### config.mk
export PLATFORM = sky130hd
export DESIGN_NAME = cvr_gain_mult
export DESIGN_NICKNAME = d
export VERILOG_FILES = /design/src/hdl/cvr_pkg.sv /design/src/hdl/cvr_gain_mult.sv
export SDC_FILE = /design/constraint.sdc
export NUM_CORES = 2
export LEC_CHECK = 0
export BUFFER_PORTS_ARGS = -buffer_cell sky130_fd_sc_hd__buf_2
export CAP_MARGIN = 15
export CORE_MARGIN = 4
export CORE_UTILIZATION = 30
export DETAILED_ROUTE_END_ITERATION = 12
export GPL_TIMING_DRIVEN = 0
export PLACE_DENSITY = 0.53
export SYNTH_ARGS = -nofsm -noshare
export SYNTH_HDL_FRONTEND = slang
export SYNTH_SLANG_ARGS = --single-unit
### constraint.sdc
create_clock -name i_clk -period 7.43 [get_ports i_clk]
set_input_delay 0 -clock i_clk [delete_from_list [all_inputs] [get_ports i_clk]]
set_output_delay 0 -clock i_clk [all_outputs]
set_load 0.01 [all_outputs]
### src/hdl/cvr_pkg.sv
// Shared constants, types and the CORDIC arctangent table for the velocity rotator.
package cvr_pkg;

    // CORDIC layout
    localparam int CORDIC_ITERS = 16;
    localparam int GUARD_BITS   = 8;
    localparam int Z_W          = 32;
    localparam int XY_EXTRA     = 11;   // guard bits plus headroom for quadrant and gain growth

    // Pipeline: front stage, one cell per iteration, multiply stage, output register
    localparam int NUM_STAGES   = CORDIC_ITERS + 3;

    // Gain correction, Q1.22, and the rounding shift back to Q3.12
    localparam int                 GAIN_W      = 23;
    localparam logic signed [22:0] GAIN_Q22    = 23'sd2547003;
    localparam int                 ROUND_SHIFT = 30;

    // Configuration port
    localparam int               CFG_IDX_W       = 8;
    localparam int               CFG_DATA_W      = 16;
    localparam logic [7:0]       REG_ZERO_OFFSET = 8'd0;
    localparam logic [7:0]       REG_DRIVE_MODE  = 8'd1;
    localparam logic [1:0]       MODE_RESERVED   = 2'd3;

    typedef enum logic [1:0] {
        MODE_GIMBAL_FOLLOW  = 2'd0,
        MODE_GIMBAL_LOCK    = 2'd1,
        MODE_CHASSIS_FOLLOW = 2'd2
    } t_drive_mode;

    // atan(2^-i) in binary angle units, 2^32 per turn
    function automatic logic signed [Z_W-1:0] atan_entry(input int idx);
        logic signed [Z_W-1:0] v;
        case (idx)
            0:       v = 32'sd536870912;
            1:       v = 32'sd316933406;
            2:       v = 32'sd167458907;
            3:       v = 32'sd85004756;
            4:       v = 32'sd42667331;
            5:       v = 32'sd21354465;
            6:       v = 32'sd10679838;
            7:       v = 32'sd5340245;
            8:       v = 32'sd2670163;
            9:       v = 32'sd1335087;
            10:      v = 32'sd667544;
            11:      v = 32'sd333772;
            12:      v = 32'sd166886;
            13:      v = 32'sd83443;
            14:      v = 32'sd41722;
            15:      v = 32'sd20861;
            default: v = '0;
        endcase
        return v;
    endfunction

endpackage

### src/hdl/cvr_gain_mult.sv
// Gain correction stage: scales the CORDIC outputs by the Q1.22 gain constant.
module cvr_gain_mult #(
    parameter int XW  = 27,
    parameter int PW  = 33,
    parameter int PRW = 50
) (
    input  logic                 i_clk,
    input  logic                 i_rst_n,
    input  logic                 i_en,
    input  logic                 i_valid,
    input  logic signed [XW-1:0] i_x,
    input  logic signed [XW-1:0] i_y,
    input  logic [PW-1:0]        i_pass,
    output logic                 o_valid,
    output logic signed [PRW-1:0] o_px,
    output logic signed [PRW-1:0] o_py,
    output logic [PW-1:0]        o_pass
);

    logic                  r_valid;
    logic signed [PRW-1:0] r_px, r_py;
    logic [PW-1:0]         r_pass;

    // valid bit
    always_ff @(posedge i_clk) begin
        if (!i_rst_n) begin
            r_valid <= 1'b0;
        end else if (i_en) begin
            r_valid <= i_valid;
        end
    end

    // two constant multiplies, registered
    always_ff @(posedge i_clk) begin
        if (i_en) begin
            r_px   <= PRW'(i_x) * PRW'(cvr_pkg::GAIN_Q22);
            r_py   <= PRW'(i_y) * PRW'(cvr_pkg::GAIN_Q22);
            r_pass <= i_pass;
        end
    end

    assign o_valid = r_valid;
    assign o_px    = r_px;
    assign o_py    = r_py;
    assign o_pass  = r_pass;

endmodule

* Word-level counts from Yosys, hierarchy flattened
Cells that the tools add are included.
Cells by class: $mul 2
Operators with widths (number):
- 27-bit by 23-bit multiplier with 50-bit output, second input constant | 2
Storage, ports and cells: register bits after elaboration 134, input bits 91, output and inout port bits 134

* Logic depth before layout (Yosys ltp)
depth in word-level cells 1, depth in mapped cells 26, gate-level depth less buffers 25

* Worst setup path after synthesis
No wires, ideal clock.
path type in2reg, from in i_y[25], to reg r_py[45] (netlist: o_py[45]) (data pin), setup time 260 ps, arrival 5621 ps, required time 7170 ps, path slack 1550 ps, stages on the path 24, path buffers 1, cell sequence inv_1 > ha_1 > inv_1 > ha_1 > xnor2_1 > fa_1 > inv_1 > fa_1 > fa_1 > fa_1 > inv_1 > fa_1 > inv_1 > ha_1 > buf_6 > a21oi_2 > o21ai_1 > a221o_1 > a221o_1 > or4b_1 > nand3_2 > a21oi_2 > a31oi_1 > xnor2_1
Between the ends: cells in the longest elaborated chain, start to end 1
RTL lines:
- start, declared | line cvr_gain_mult.sv:12 | input logic signed [XW-1:0] i_y,
- 27-bit by 23-bit multiplier with 50-bit output | line cvr_gain_mult.sv:37 | r_py <= PRW'(i_y) * PRW'(cvr_pkg::GAIN_Q22);
- end signal, assigned | line cvr_gain_mult.sv:37
- end, declared | line cvr_gain_mult.sv:21 | logic signed [PRW-1:0] r_px, r_py;
No other way between the ends. A chain may end at the register's enable or synchronous reset.

* Final worst setup path
from in i_y[0], to reg r_py[42] (netlist: o_py[42]) (data pin)
Same word-level chain as after synthesis.

==> summary.txt <==
Run status
  – Status: finished clean

CTS
  – CTS H-tree depth: 4
  – Clock latency on the worst-skew pair: 490 ps
  – Clock Path Buffers: 2
  – Sink Count: 134
  – Root buf cell: clkbuf_16
  – CTS tree: yes
  – Clock transition at path regs: 70 ps
  – CTS Buf Count: 17

Worst setup path
  – WS Path Type: in -> reg
  – CP arrival: 7320 ps
  – Worst-path fanout max: 9
  – Internal reg-to-reg setup slack: 6280 ps
  – Worst R2R Path Depth: 3
  – Worst Setup Start Kind: input port
  – Req. time, crit path: 7670 ps
  – Setup crit end kind: register

Timing
  – FMAX: 0.141 GHz
  – Final hold violations: 0
  – Slew @ Worst Pin: 899 ps
  – Slew HR: 0.396
  – Final max-slew violation count: 0
  – Tmin final: 7080 ps
  – Final Skew: 0 ps
  – Setup Viol. Count Final: 0
  – Period utilization: 0.953
  – RSZ-0062 raised after global routing: no

Final layout
  – Most frequent cells in the layout: inv_1, fa_1, ha_1
  – Area Growth Syn to Fin: 12.4%
  – Layout Nets: 4,618
  – Post-route insts no fill: 4,780
  – Commonest non-fill, non-tap cell in the layout: inv_1
  – Share of layout cells above drive strength 1: 0.0894

GRT
  – Largest net degree at the start of global routing: 82
  – Initial antenna violation count: 4
  – Vias in the first global route: 22,300
  – GRT overflow: 0
  – First-pass GRT wire length: 129 mm
  – Tot GR Track Use: 0.152

Synth
  – Net Count, Synth: 4,335
  – Area fraction of the dominant cell type after synthesis: 0.366
  – Post-synth EDFFs: 133
  – Syn Inst Count: 3,092
  – Register bit total from synthesis: 134
  – Synth top area cells: fa_1, ha_1, edfxtp_1
  – Share of flip-flops with an asynchronous set or reset: 0
  – Cell taking the most area after synthesis: fa_1
  – Synth cell types: 77
  – Syn. warnings: 0
  – Syn Std Cell Area: 0.0318 mm^2
  – Syn avg cell area: 10.3 um^2
  – Ys flop type: edfxtp_1
  – Sequential-to-total area share from yosys stat: 0.126

Route
  – Via Count: 21,500
  – DRC viols: 0
  – Pre-antenna DRT Iters: 5
  – Vias/cell: 4.50
  – Post-DR wirelength/cell: 17.4 um
  – 1st-iter DRT viols: 1,157
  – Wirelength, routed: 83.1 mm
  – Post-DRT Antenna Nets: 0

Floorplanning
  – Die width: 333 um
  – # rows: 119
  – Core Area: 0.105 mm^2
  – Starting Density: 0.302
  – IO Count: 225
  – Die ar.: 0.111 mm^2
  – Die height: 333 um

Placed design
  – Placed cell count: 4,708
  – Detail Placement HPWL: 71.9 mm
  – RePlAce Congestion: 0.883
  – Port bufs: 224

Min path
  – Hold depth: 1
  – Min-delay worst type: in -> reg

Flow run
  – Max cap viols: 0
==> final timing paths <==
check                                end     from
worst max-delay path            o_py[42]   i_y[0]
worst min-delay path            o_px[18]     i_en
worst max register to register   o_valid  o_valid
worst min register to register   o_valid  o_valid
==> cells by family (layout without fill, tap and decap cells) <==
group / Yosys count / count (layout) / share of synthesized area
other: 0 / 1 / 0
multiplexers: 6 / 6 / 0.00193
adder cells (fa/ha/maj): 1152 / 1152 / 0.591
buffers and inverters: 985 / 1281 / 0.117
XOR/XNOR: 170 / 170 / 0.0468
AO/OA/AOI/OAI: 368 / 368 / 0.0744
AND/OR/NAND/NOR: 277 / 277 / 0.0429
flip-flops: 134 / 134 / 0.126
==> registers in the layout, indices dropped and copies added (netlist names) <==
name     count
o_py        50
o_pass      33
o_valid      1
o_px        50
==> layout make-up <==
class	instances	area (um^2)
tap	1391	1740
sequential	134	4010
clock inverter	14	188
timing repair buffer	264	1570
antenna	1	2.50
buffer	25	113
clock buffer	18	429
multi-input combinational	1973	24100
fill	10900	69600
inverter	960	3600
==> timing repair <==
action,in CTS,in global routing
hold buffers,37,0
hold endpoints to repair,36,0
setup buffers,0,0
endpoints found under the setup margin,0,2
resized for setup,0,1
==> through the flow <==
step / TNS (ps) / hold slack, ps / util / instance area [um^2] / setup slack [ps]
final: 0 / 79.1 / 0.339 / 35700 / 353
after global routing: 0 / 105 / 0.339 / 35700 / 92.9
after CTS: 0 / 64.4 / 0.339 / 35700 / 138
after detailed placement: -1320 / 178 / 0.329 / 34700 / -376
after global placement: -1580 / 177 / 0.329 / 34600 / -440
after floorplan: 0 / 98.9 / - / 31800 / 1550
==> metal layers <==
layer  GRT usage  wire length, um
met5           0                0
met1       0.220            39800
met4      0.0313             1240
met3      0.0318             4690
met2       0.234            37300
==> Yosys cell counts, types with 5 or more instances <==
master / count
inv_1: 960
fa_1: 581
ha_1: 571
a21oi_1: 143
edfxtp_1: 133
xnor2_1: 89
xor2_1: 81
nor2_1: 75
nand2_1: 67
a21o_1: 55
o21ai_0: 51
nand3_1: 19
clkbuf_1: 18
nand4_1: 18
nor2b_1: 17
nand2b_1: 16
o21bai_1: 16
nor3_1: 15
or2_2: 15
a31oi_1: 14
and3_1: 12
o211ai_1: 10
o21a_1: 10
a22oi_1: 7
a211oi_1: 6
a21oi_2: 5
mux2i_1: 5
o21ai_1: 5
==> critical path: stages <==
cell	delay, ps
dlygate4sd3_1	520
buf_2	290
ha_1	280
inv_1	120
fa_1	410
fa_1	490
inv_1	50
fa_1	550
fa_1	440
fa_1	490
inv_1	50
fa_1	580
inv_1	60
ha_1	260
clkbuf_1	310
nand2_1	80
o21ai_0	230
a21oi_1	100
o21ai_0	540
nor2_1	230
o31ai_1	540
a31oi_1	320
o21bai_1	250
xnor2_1	110
Power is not shown: default switching activity piles up to over one toggle a cycle in this logic, so the estimate is an artifact.
