### config.mk
export PLATFORM = sky130hd
export DESIGN_NAME = cvr_cordic_cell
export DESIGN_NICKNAME = d
export VERILOG_FILES = /design/src/hdl/cvr_pkg.sv /design/src/hdl/cvr_cordic_cell.sv
export SDC_FILE = /design/constraint.sdc
export NUM_CORES = 1
export LEC_CHECK = 0
export BUFFER_PORTS_ARGS = -buffer_cell sky130_fd_sc_hd__buf_4
export CORE_ASPECT_RATIO = 1.75
export CORE_MARGIN = 1
export CORE_UTILIZATION = 47
export DETAILED_ROUTE_END_ITERATION = 10
export PLACE_DENSITY = 0.74
export SLEW_MARGIN = 0
export SYNTH_ARGS = -nofsm -noshare
export SYNTH_HDL_FRONTEND = slang
export SYNTH_SLANG_ARGS = --single-unit
### constraint.sdc
create_clock -name i_clk -period 8.8 [get_ports i_clk]
set_input_delay 1.76 -clock i_clk [delete_from_list [all_inputs] [get_ports i_clk]]
set_output_delay 1.76 -clock i_clk [all_outputs]
set_load 0.05 [all_outputs]
### src/hdl/cvr_pkg.sv
// Shared constants, types and the CORDIC arctangent table for the velocity rotator.
package cvr_pkg;

    // CORDIC layout
    localparam int CORDIC_ITERS = 16;
    localparam int GUARD_BITS   = 8;
    localparam int Z_W          = 32;
    localparam int XY_EXTRA     = 11;   // guard bits plus headroom for quadrant and gain growth

    // Pipeline: front stage, one cell per iteration, multiply stage, output register
    localparam int NUM_STAGES   = CORDIC_ITERS + 3;

    // Gain correction, Q1.22, and the rounding shift back to Q3.12
    localparam int                 GAIN_W      = 23;
    localparam logic signed [22:0] GAIN_Q22    = 23'sd2547003;
    localparam int                 ROUND_SHIFT = 30;

    // Configuration port
    localparam int               CFG_IDX_W       = 8;
    localparam int               CFG_DATA_W      = 16;
    localparam logic [7:0]       REG_ZERO_OFFSET = 8'd0;
    localparam logic [7:0]       REG_DRIVE_MODE  = 8'd1;
    localparam logic [1:0]       MODE_RESERVED   = 2'd3;

    typedef enum logic [1:0] {
        MODE_GIMBAL_FOLLOW  = 2'd0,
        MODE_GIMBAL_LOCK    = 2'd1,
        MODE_CHASSIS_FOLLOW = 2'd2
    } t_drive_mode;

    // atan(2^-i) in binary angle units, 2^32 per turn
    function automatic logic signed [Z_W-1:0] atan_entry(input int idx);
        logic signed [Z_W-1:0] v;
        case (idx)
            0:       v = 32'sd536870912;
            1:       v = 32'sd316933406;
            2:       v = 32'sd167458907;
            3:       v = 32'sd85004756;
            4:       v = 32'sd42667331;
            5:       v = 32'sd21354465;
            6:       v = 32'sd10679838;
            7:       v = 32'sd5340245;
            8:       v = 32'sd2670163;
            9:       v = 32'sd1335087;
            10:      v = 32'sd667544;
            11:      v = 32'sd333772;
            12:      v = 32'sd166886;
            13:      v = 32'sd83443;
            14:      v = 32'sd41722;
            15:      v = 32'sd20861;
            default: v = '0;
        endcase
        return v;
    endfunction

endpackage

### src/hdl/cvr_cordic_cell.sv
// One CORDIC rotation cell: a single micro-rotation with its own pipeline register.
module cvr_cordic_cell #(
    parameter int XW    = 27,
    parameter int PW    = 33,
    parameter int STAGE = 0
) (
    input  logic                          i_clk,
    input  logic                          i_rst_n,
    input  logic                          i_en,
    input  logic                          i_valid,
    input  logic signed [XW-1:0]          i_x,
    input  logic signed [XW-1:0]          i_y,
    input  logic signed [cvr_pkg::Z_W-1:0] i_z,
    input  logic [PW-1:0]                 i_pass,
    output logic                          o_valid,
    output logic signed [XW-1:0]          o_x,
    output logic signed [XW-1:0]          o_y,
    output logic signed [cvr_pkg::Z_W-1:0] o_z,
    output logic [PW-1:0]                 o_pass
);

    localparam logic signed [cvr_pkg::Z_W-1:0] ATAN = cvr_pkg::atan_entry(STAGE);

    logic                          r_valid;
    logic signed [XW-1:0]          r_x, r_y;
    logic signed [cvr_pkg::Z_W-1:0] r_z;
    logic [PW-1:0]                 r_pass;

    logic signed [XW-1:0]          n_x, n_y;
    logic signed [cvr_pkg::Z_W-1:0] n_z;
    logic signed [XW-1:0]          w_xs, w_ys;

    // micro-rotation, direction from the sign of the residual angle
    always_comb begin
        w_xs = i_x >>> STAGE;
        w_ys = i_y >>> STAGE;
        if (!i_z[cvr_pkg::Z_W-1]) begin
            n_x = i_x - w_ys;
            n_y = i_y + w_xs;
            n_z = i_z - ATAN;
        end else begin
            n_x = i_x + w_ys;
            n_y = i_y - w_xs;
            n_z = i_z + ATAN;
        end
    end

    // valid bit
    always_ff @(posedge i_clk) begin
        if (!i_rst_n) begin
            r_valid <= 1'b0;
        end else if (i_en) begin
            r_valid <= i_valid;
        end
    end

    // payload
    always_ff @(posedge i_clk) begin
        if (i_en) begin
            r_x    <= n_x;
            r_y    <= n_y;
            r_z    <= n_z;
            r_pass <= i_pass;
        end
    end

    assign o_valid = r_valid;
    assign o_x     = r_x;
    assign o_y     = r_y;
    assign o_z     = r_z;
    assign o_pass  = r_pass;

endmodule

# Yosys cells after proc, flatten, opt, wreduce, memory -nomap -nowiden
# Index checks and enable logic that the tools add are counted.
# Widths: inputs -> output; s select.
dict set report totals {
  ff_bits 120
  out_inout_bits 120
  elab_cells 13
}
dict set report op_classes {
  addsub 5
  mux 3
}
# operator count
set op_table {}
lappend op_table {{$mux 27} 2}
lappend op_table {{$sub 27x27->27} 2}
lappend op_table {{$add 32x31->32 const B} 1}
lappend op_table {{$mux 32} 1}
lappend op_table {{$sub 32x31->32 const B} 1}
lappend op_table {{$add 27x27->27} 1}

# Longest topological paths before layout
dict set report depth {
  word_depth 2
  ltp_mapped 11
}

# Worst setup path before layout
# Ideal clock, no wire load.
dict set report synth_timing {
  path_type {input -> register}
  start {input i_x[2]}
  end {register r_x[21] (netlist: o_x[21]), data pin}
  t_arrival_ps 3721
  t_required_ps 8530
  setup_slack_ps 4809
  path_stages 11
  cell_sequence {inv_1 ha_1 buf_4 nor3_1 o21ai_1 a2111oi_2 a211o_1 a41o_1 a31o_2 a21oi_1 xor2_1}
}
dict set report synth_between {
  elab_chain_len 2
  word_cells_on_any_way 3
  cone_classes {2 x add/sub; 1 x mux}
}
# item line
set synth_rtl {}
lappend synth_rtl {{from (decl)} cvr_cordic_cell.sv:11} ;# input logic signed [XW-1:0] i_x,
lappend synth_rtl {{$sub 27x27->27 or $add 27x27->27 (tied branches)} {cvr_cordic_cell.sv:38, cvr_cordic_cell.sv:42}}
lappend synth_rtl {{$mux 27 *} cvr_cordic_cell.sv:37} ;# if (!i_z[cvr_pkg::Z_W-1]) begin
lappend synth_rtl {{net n_x[21]} cvr_cordic_cell.sv:29} ;# logic signed [XW-1:0] n_x, n_y;
lappend synth_rtl {{to (signal assigned)} cvr_cordic_cell.sv:60} ;# r_x <= n_x;
lappend synth_rtl {{to (decl)} cvr_cordic_cell.sv:25} ;# logic signed [XW-1:0] r_x, r_y;
# The timed path passes the listed nets; every way through them passes the cells marked *.
# A chain may end at the register's enable or synchronous reset.

# Worst setup path in the final report
dict set report layout_timing {
  start {input i_x[4]}
  end {register r_y[19] (netlist: o_y[19]), data pin}
}
dict set report layout_between {
  elab_chain_len 2
  word_cells_on_any_way 3
  cone_classes {2 x add/sub; 1 x mux}
}
# item line
set layout_rtl {}
lappend layout_rtl {{$add 27x27->27 or $sub 27x27->27 (tied branches)} {cvr_cordic_cell.sv:39, cvr_cordic_cell.sv:43}}
lappend layout_rtl {{$mux 27 *} cvr_cordic_cell.sv:37}
lappend layout_rtl {{net n_y[19]} cvr_cordic_cell.sv:29}
lappend layout_rtl {{to (signal assigned)} cvr_cordic_cell.sv:61} ;# r_y <= n_y;
lappend layout_rtl {{to (decl)} cvr_cordic_cell.sv:25}
# Marks and branches as above.

==> impl_metrics.json <==
{
  "seq_power_share_pct": 33.6,
  "relSlewSlack_pct": 37.83,
  "tightest_slew_ps": 932.5,
  "cp-end-kind": "register",
  "final.setup.tns_ps": 0,
  "switching_share_pct": 35.25,
  "diodes": 0,
  "hold_start": "o_valid",
  "power.density_mw_per_mm2": 206.2,
  "clock_path_buffers": 2,
  "grt_pass1_wl_um": 38640,
  "dr.pass1.iters": 6,
  "fin_crit_sh_pct": 52.76,
  "drive_above_1_share_pct": 28.18,
  "p_int_mw": 1.417,
  "gp_congestion": 1.007,
  "fmax_ghz": 0.2154,
  "pwr-share-clk_pct": 31.9,
  "rsz0062_at_grt": "no",
  "htreeDepth": 4,
  "drc": 0,
  "synth_commonest_cells": "edfxtp_1, ha_1, inv_1",
  "initial_core_util_pct": 47.74,
  "slew_violations": 0,
  "worst_hold_path_type": "register to register",
  "startpoint_type": "input port",
  "dpl.hpwl_um": 20570,
  "fin_cells": 1256,
  "drtIter0Drc": 424,
  "dp_cells": 1224,
  "cts-resized-gates": 0,
  "area_growth_pct": 31.81,
  "final_util_pct": 62.92,
  "grt_antenna_before_repair": 0,
  "grt_usage_pct": 29.36,
  "finalSetupViolCount": 0,
  "finalCriticalPeriod_ps": 4643,
  "postCtsHoldBufs": 0,
  "die-area_mm2": 0.01768,
  "startpoint": "i_x[4]",
  "combinationalPowerShare_pct": 34.5,
  "async_reset_ff_share_pct": 0,
  "clock_sinks": 119,
  "r2r-start": "o_valid",
  "yosys.cell_count.top_type": "edfxtp_1",
  "cp.arrival_ps": 4770,
  "avgViaCountPerCell": 5.670,
  "clkLatencyLatePin_ps": 410,
  "synth_nets": 1001,
  "synthCells": 788,
  "yosys-top-cells-area": "edfxtp_1, ha_1, xnor2_1, a21oi_1, inv_1",
  "ys_seq_area_share_pct": 44.25,
  "grt_pass1_vias": 7090,
  "die_width_um": 100.9,
  "ant_nets": 0,
  "synth.ff_latch_count": 119,
  "cp.required_ps": 8930,
  "avgSynthCellArea_um2": 10.22,
  "final_nets": 1229,
  "routed_wl_um": 25740,
  "core_region_area_mm2": 0.01687,
  "grt_max_degree": 76,
  "yosysUniqueCellTypes": 62,
  "synth_edf_count": 118,
  "cts_tree": "done",
  "vdd_ir_drop_max_v": 0.0001421,
  "cts_buffers": 17,
  "io_pins": 243,
  "synth_area_mm2": 0.008053,
  "worst-path-max-fanout": 13,
  "globalRouteOverflowTotal": 0,
  "cap_violations": 0,
  "p_leak_nw": 4.693,
  "crit_type": "input port to register",
  "yosys.area.top_type": "edfxtp_1",
  "die_h_um": 175.2,
  "numPortBuffers": 242,
  "hold_viol_final": 0,
  "clk_pin_slew_ps": 50,
  "rows": 63,
  "wl_per_cell_um": 20.49,
  "synth_ff_type": "edfxtp_1",
  "outcome": "finished clean",
  "synth_top_area_share_pct": 44.00,
  "finClkSkew_ps": 0,
  "switchingPower_mw": 0.7716,
  "vias": 7122,
  "cts_setup_buffers": 0,
  "yosys_warnings": 0,
  "clock-root-buffer": "clkbuf_16"
}
routing by layer:
layer	GRT usage [%]	wire length, µm	up-vias	share of wire, %
met5	0	0	-	0
met4	18.72	1593	0	6.2
met1	27.61	8274	3373	32
met2	55.54	14010	380	54
li1	-	-	3275	-
met3	6.400	1858	94	7.2
stage by stage:
step / total power, mW / area, µm² / hold slack (ps) / worst slack (ps)
after floorplan: 1.229 / 8053 / 742.9 / 4809
after detailed placement: 1.492 / 10010 / 526.7 / 4079
after global placement: 1.487 / 10010 / 499.4 / 4051
after CTS: 2.194 / 10610 / 539.1 / 4514
final: 2.189 / 10610 / 536.2 / 4157
after global routing: 2.266 / 10610 / 579.5 / 4109
sequential cells by signal, indices dropped and copies added (netlist names):
signal   cells
o_pass      33
o_valid      1
o_x         26
o_y         27
o_z         32
cells in the final DEF (no fill, tap or decap), types with 4 or more instances in the layout:
cell	count
a31oi_1	8
mux2i_1	13
nor4_1	5
nand3_1	13
nor2_1	56
edfxtp_1	118
nor2b_1	12
buf_4	244
o21ai_0	49
nand2_1	38
a2111oi_0	4
and2_1	4
a21oi_1	77
a31o_2	4
xnor2_1	47
a211oi_1	10
o211ai_1	7
clkbuf_1	4
clkbuf_16	17
xor2_1	4
o2111ai_1	4
and3_1	7
inv_1	81
nor3_1	8
ha_1	86
o21bai_1	11
a21o_1	11
fa_1	4
nand4_1	5
o21a_1	5
o31ai_1	11
critical path: stages:
cell and delay [ps]:
buf_4 90, inv_1 40, ha_1 530, and3_1 250, a21oi_1 110, o21ai_0 370
a21oi_1 290, o311ai_0 720, o21ai_0 370, xnor2_1 240
kinds of logic (layout without fill, tap and decap cells):
kind of cell	after synthesis	count (layout)	share of synthesized area [%]
adder cells (fa/ha/maj)	90	90	14.36
multiplexers	13	13	1.616
AO/OA/AOI/OAI	236	236	19.06
buffers and inverters	119	360	5.904
AND/OR/NAND/NOR	160	160	9.260
XOR/XNOR	51	51	5.547
flip-flops	119	119	44.25
power by group through the flow:
stage / Combinational (mW) / Clock (mW) / Sequential [mW]
2_1_floorplan: 0.248 / 0 / 0.982
3_3_place_gp: 0.744 / 0 / 0.743
3_5_place_dp: 0.746 / 0 / 0.746
4_1_cts: 0.748 / 0.710 / 0.736
5_1_grt: 0.793 / 0.731 / 0.741
6_report: 0.755 / 0.699 / 0.735
worst paths after layout:
kind | end | slack (ps) | cells after the start
worst max-delay path | o_y[19] | 4160 | 10
worst min-delay path | o_valid | 540 | 2
worst max register to register | o_valid | 8180 | 2
worst min register to register | o_valid | 540 | 2
final cells by class:
| cell class | count | area [µm²] |
|---|---|---|
| tap | 227 | 284.0 |
| multi-input combinational | 550 | 4014 |
| clock inverter | 8 | 123.9 |
| fill | 1450 | 6255 |
| clock buffer | 24 | 481.7 |
| inverter | 84 | 315.3 |
| timing repair buffer | 244 | 1832 |
| sequential | 119 | 3563 |
(Power assumes the default switching activity.)
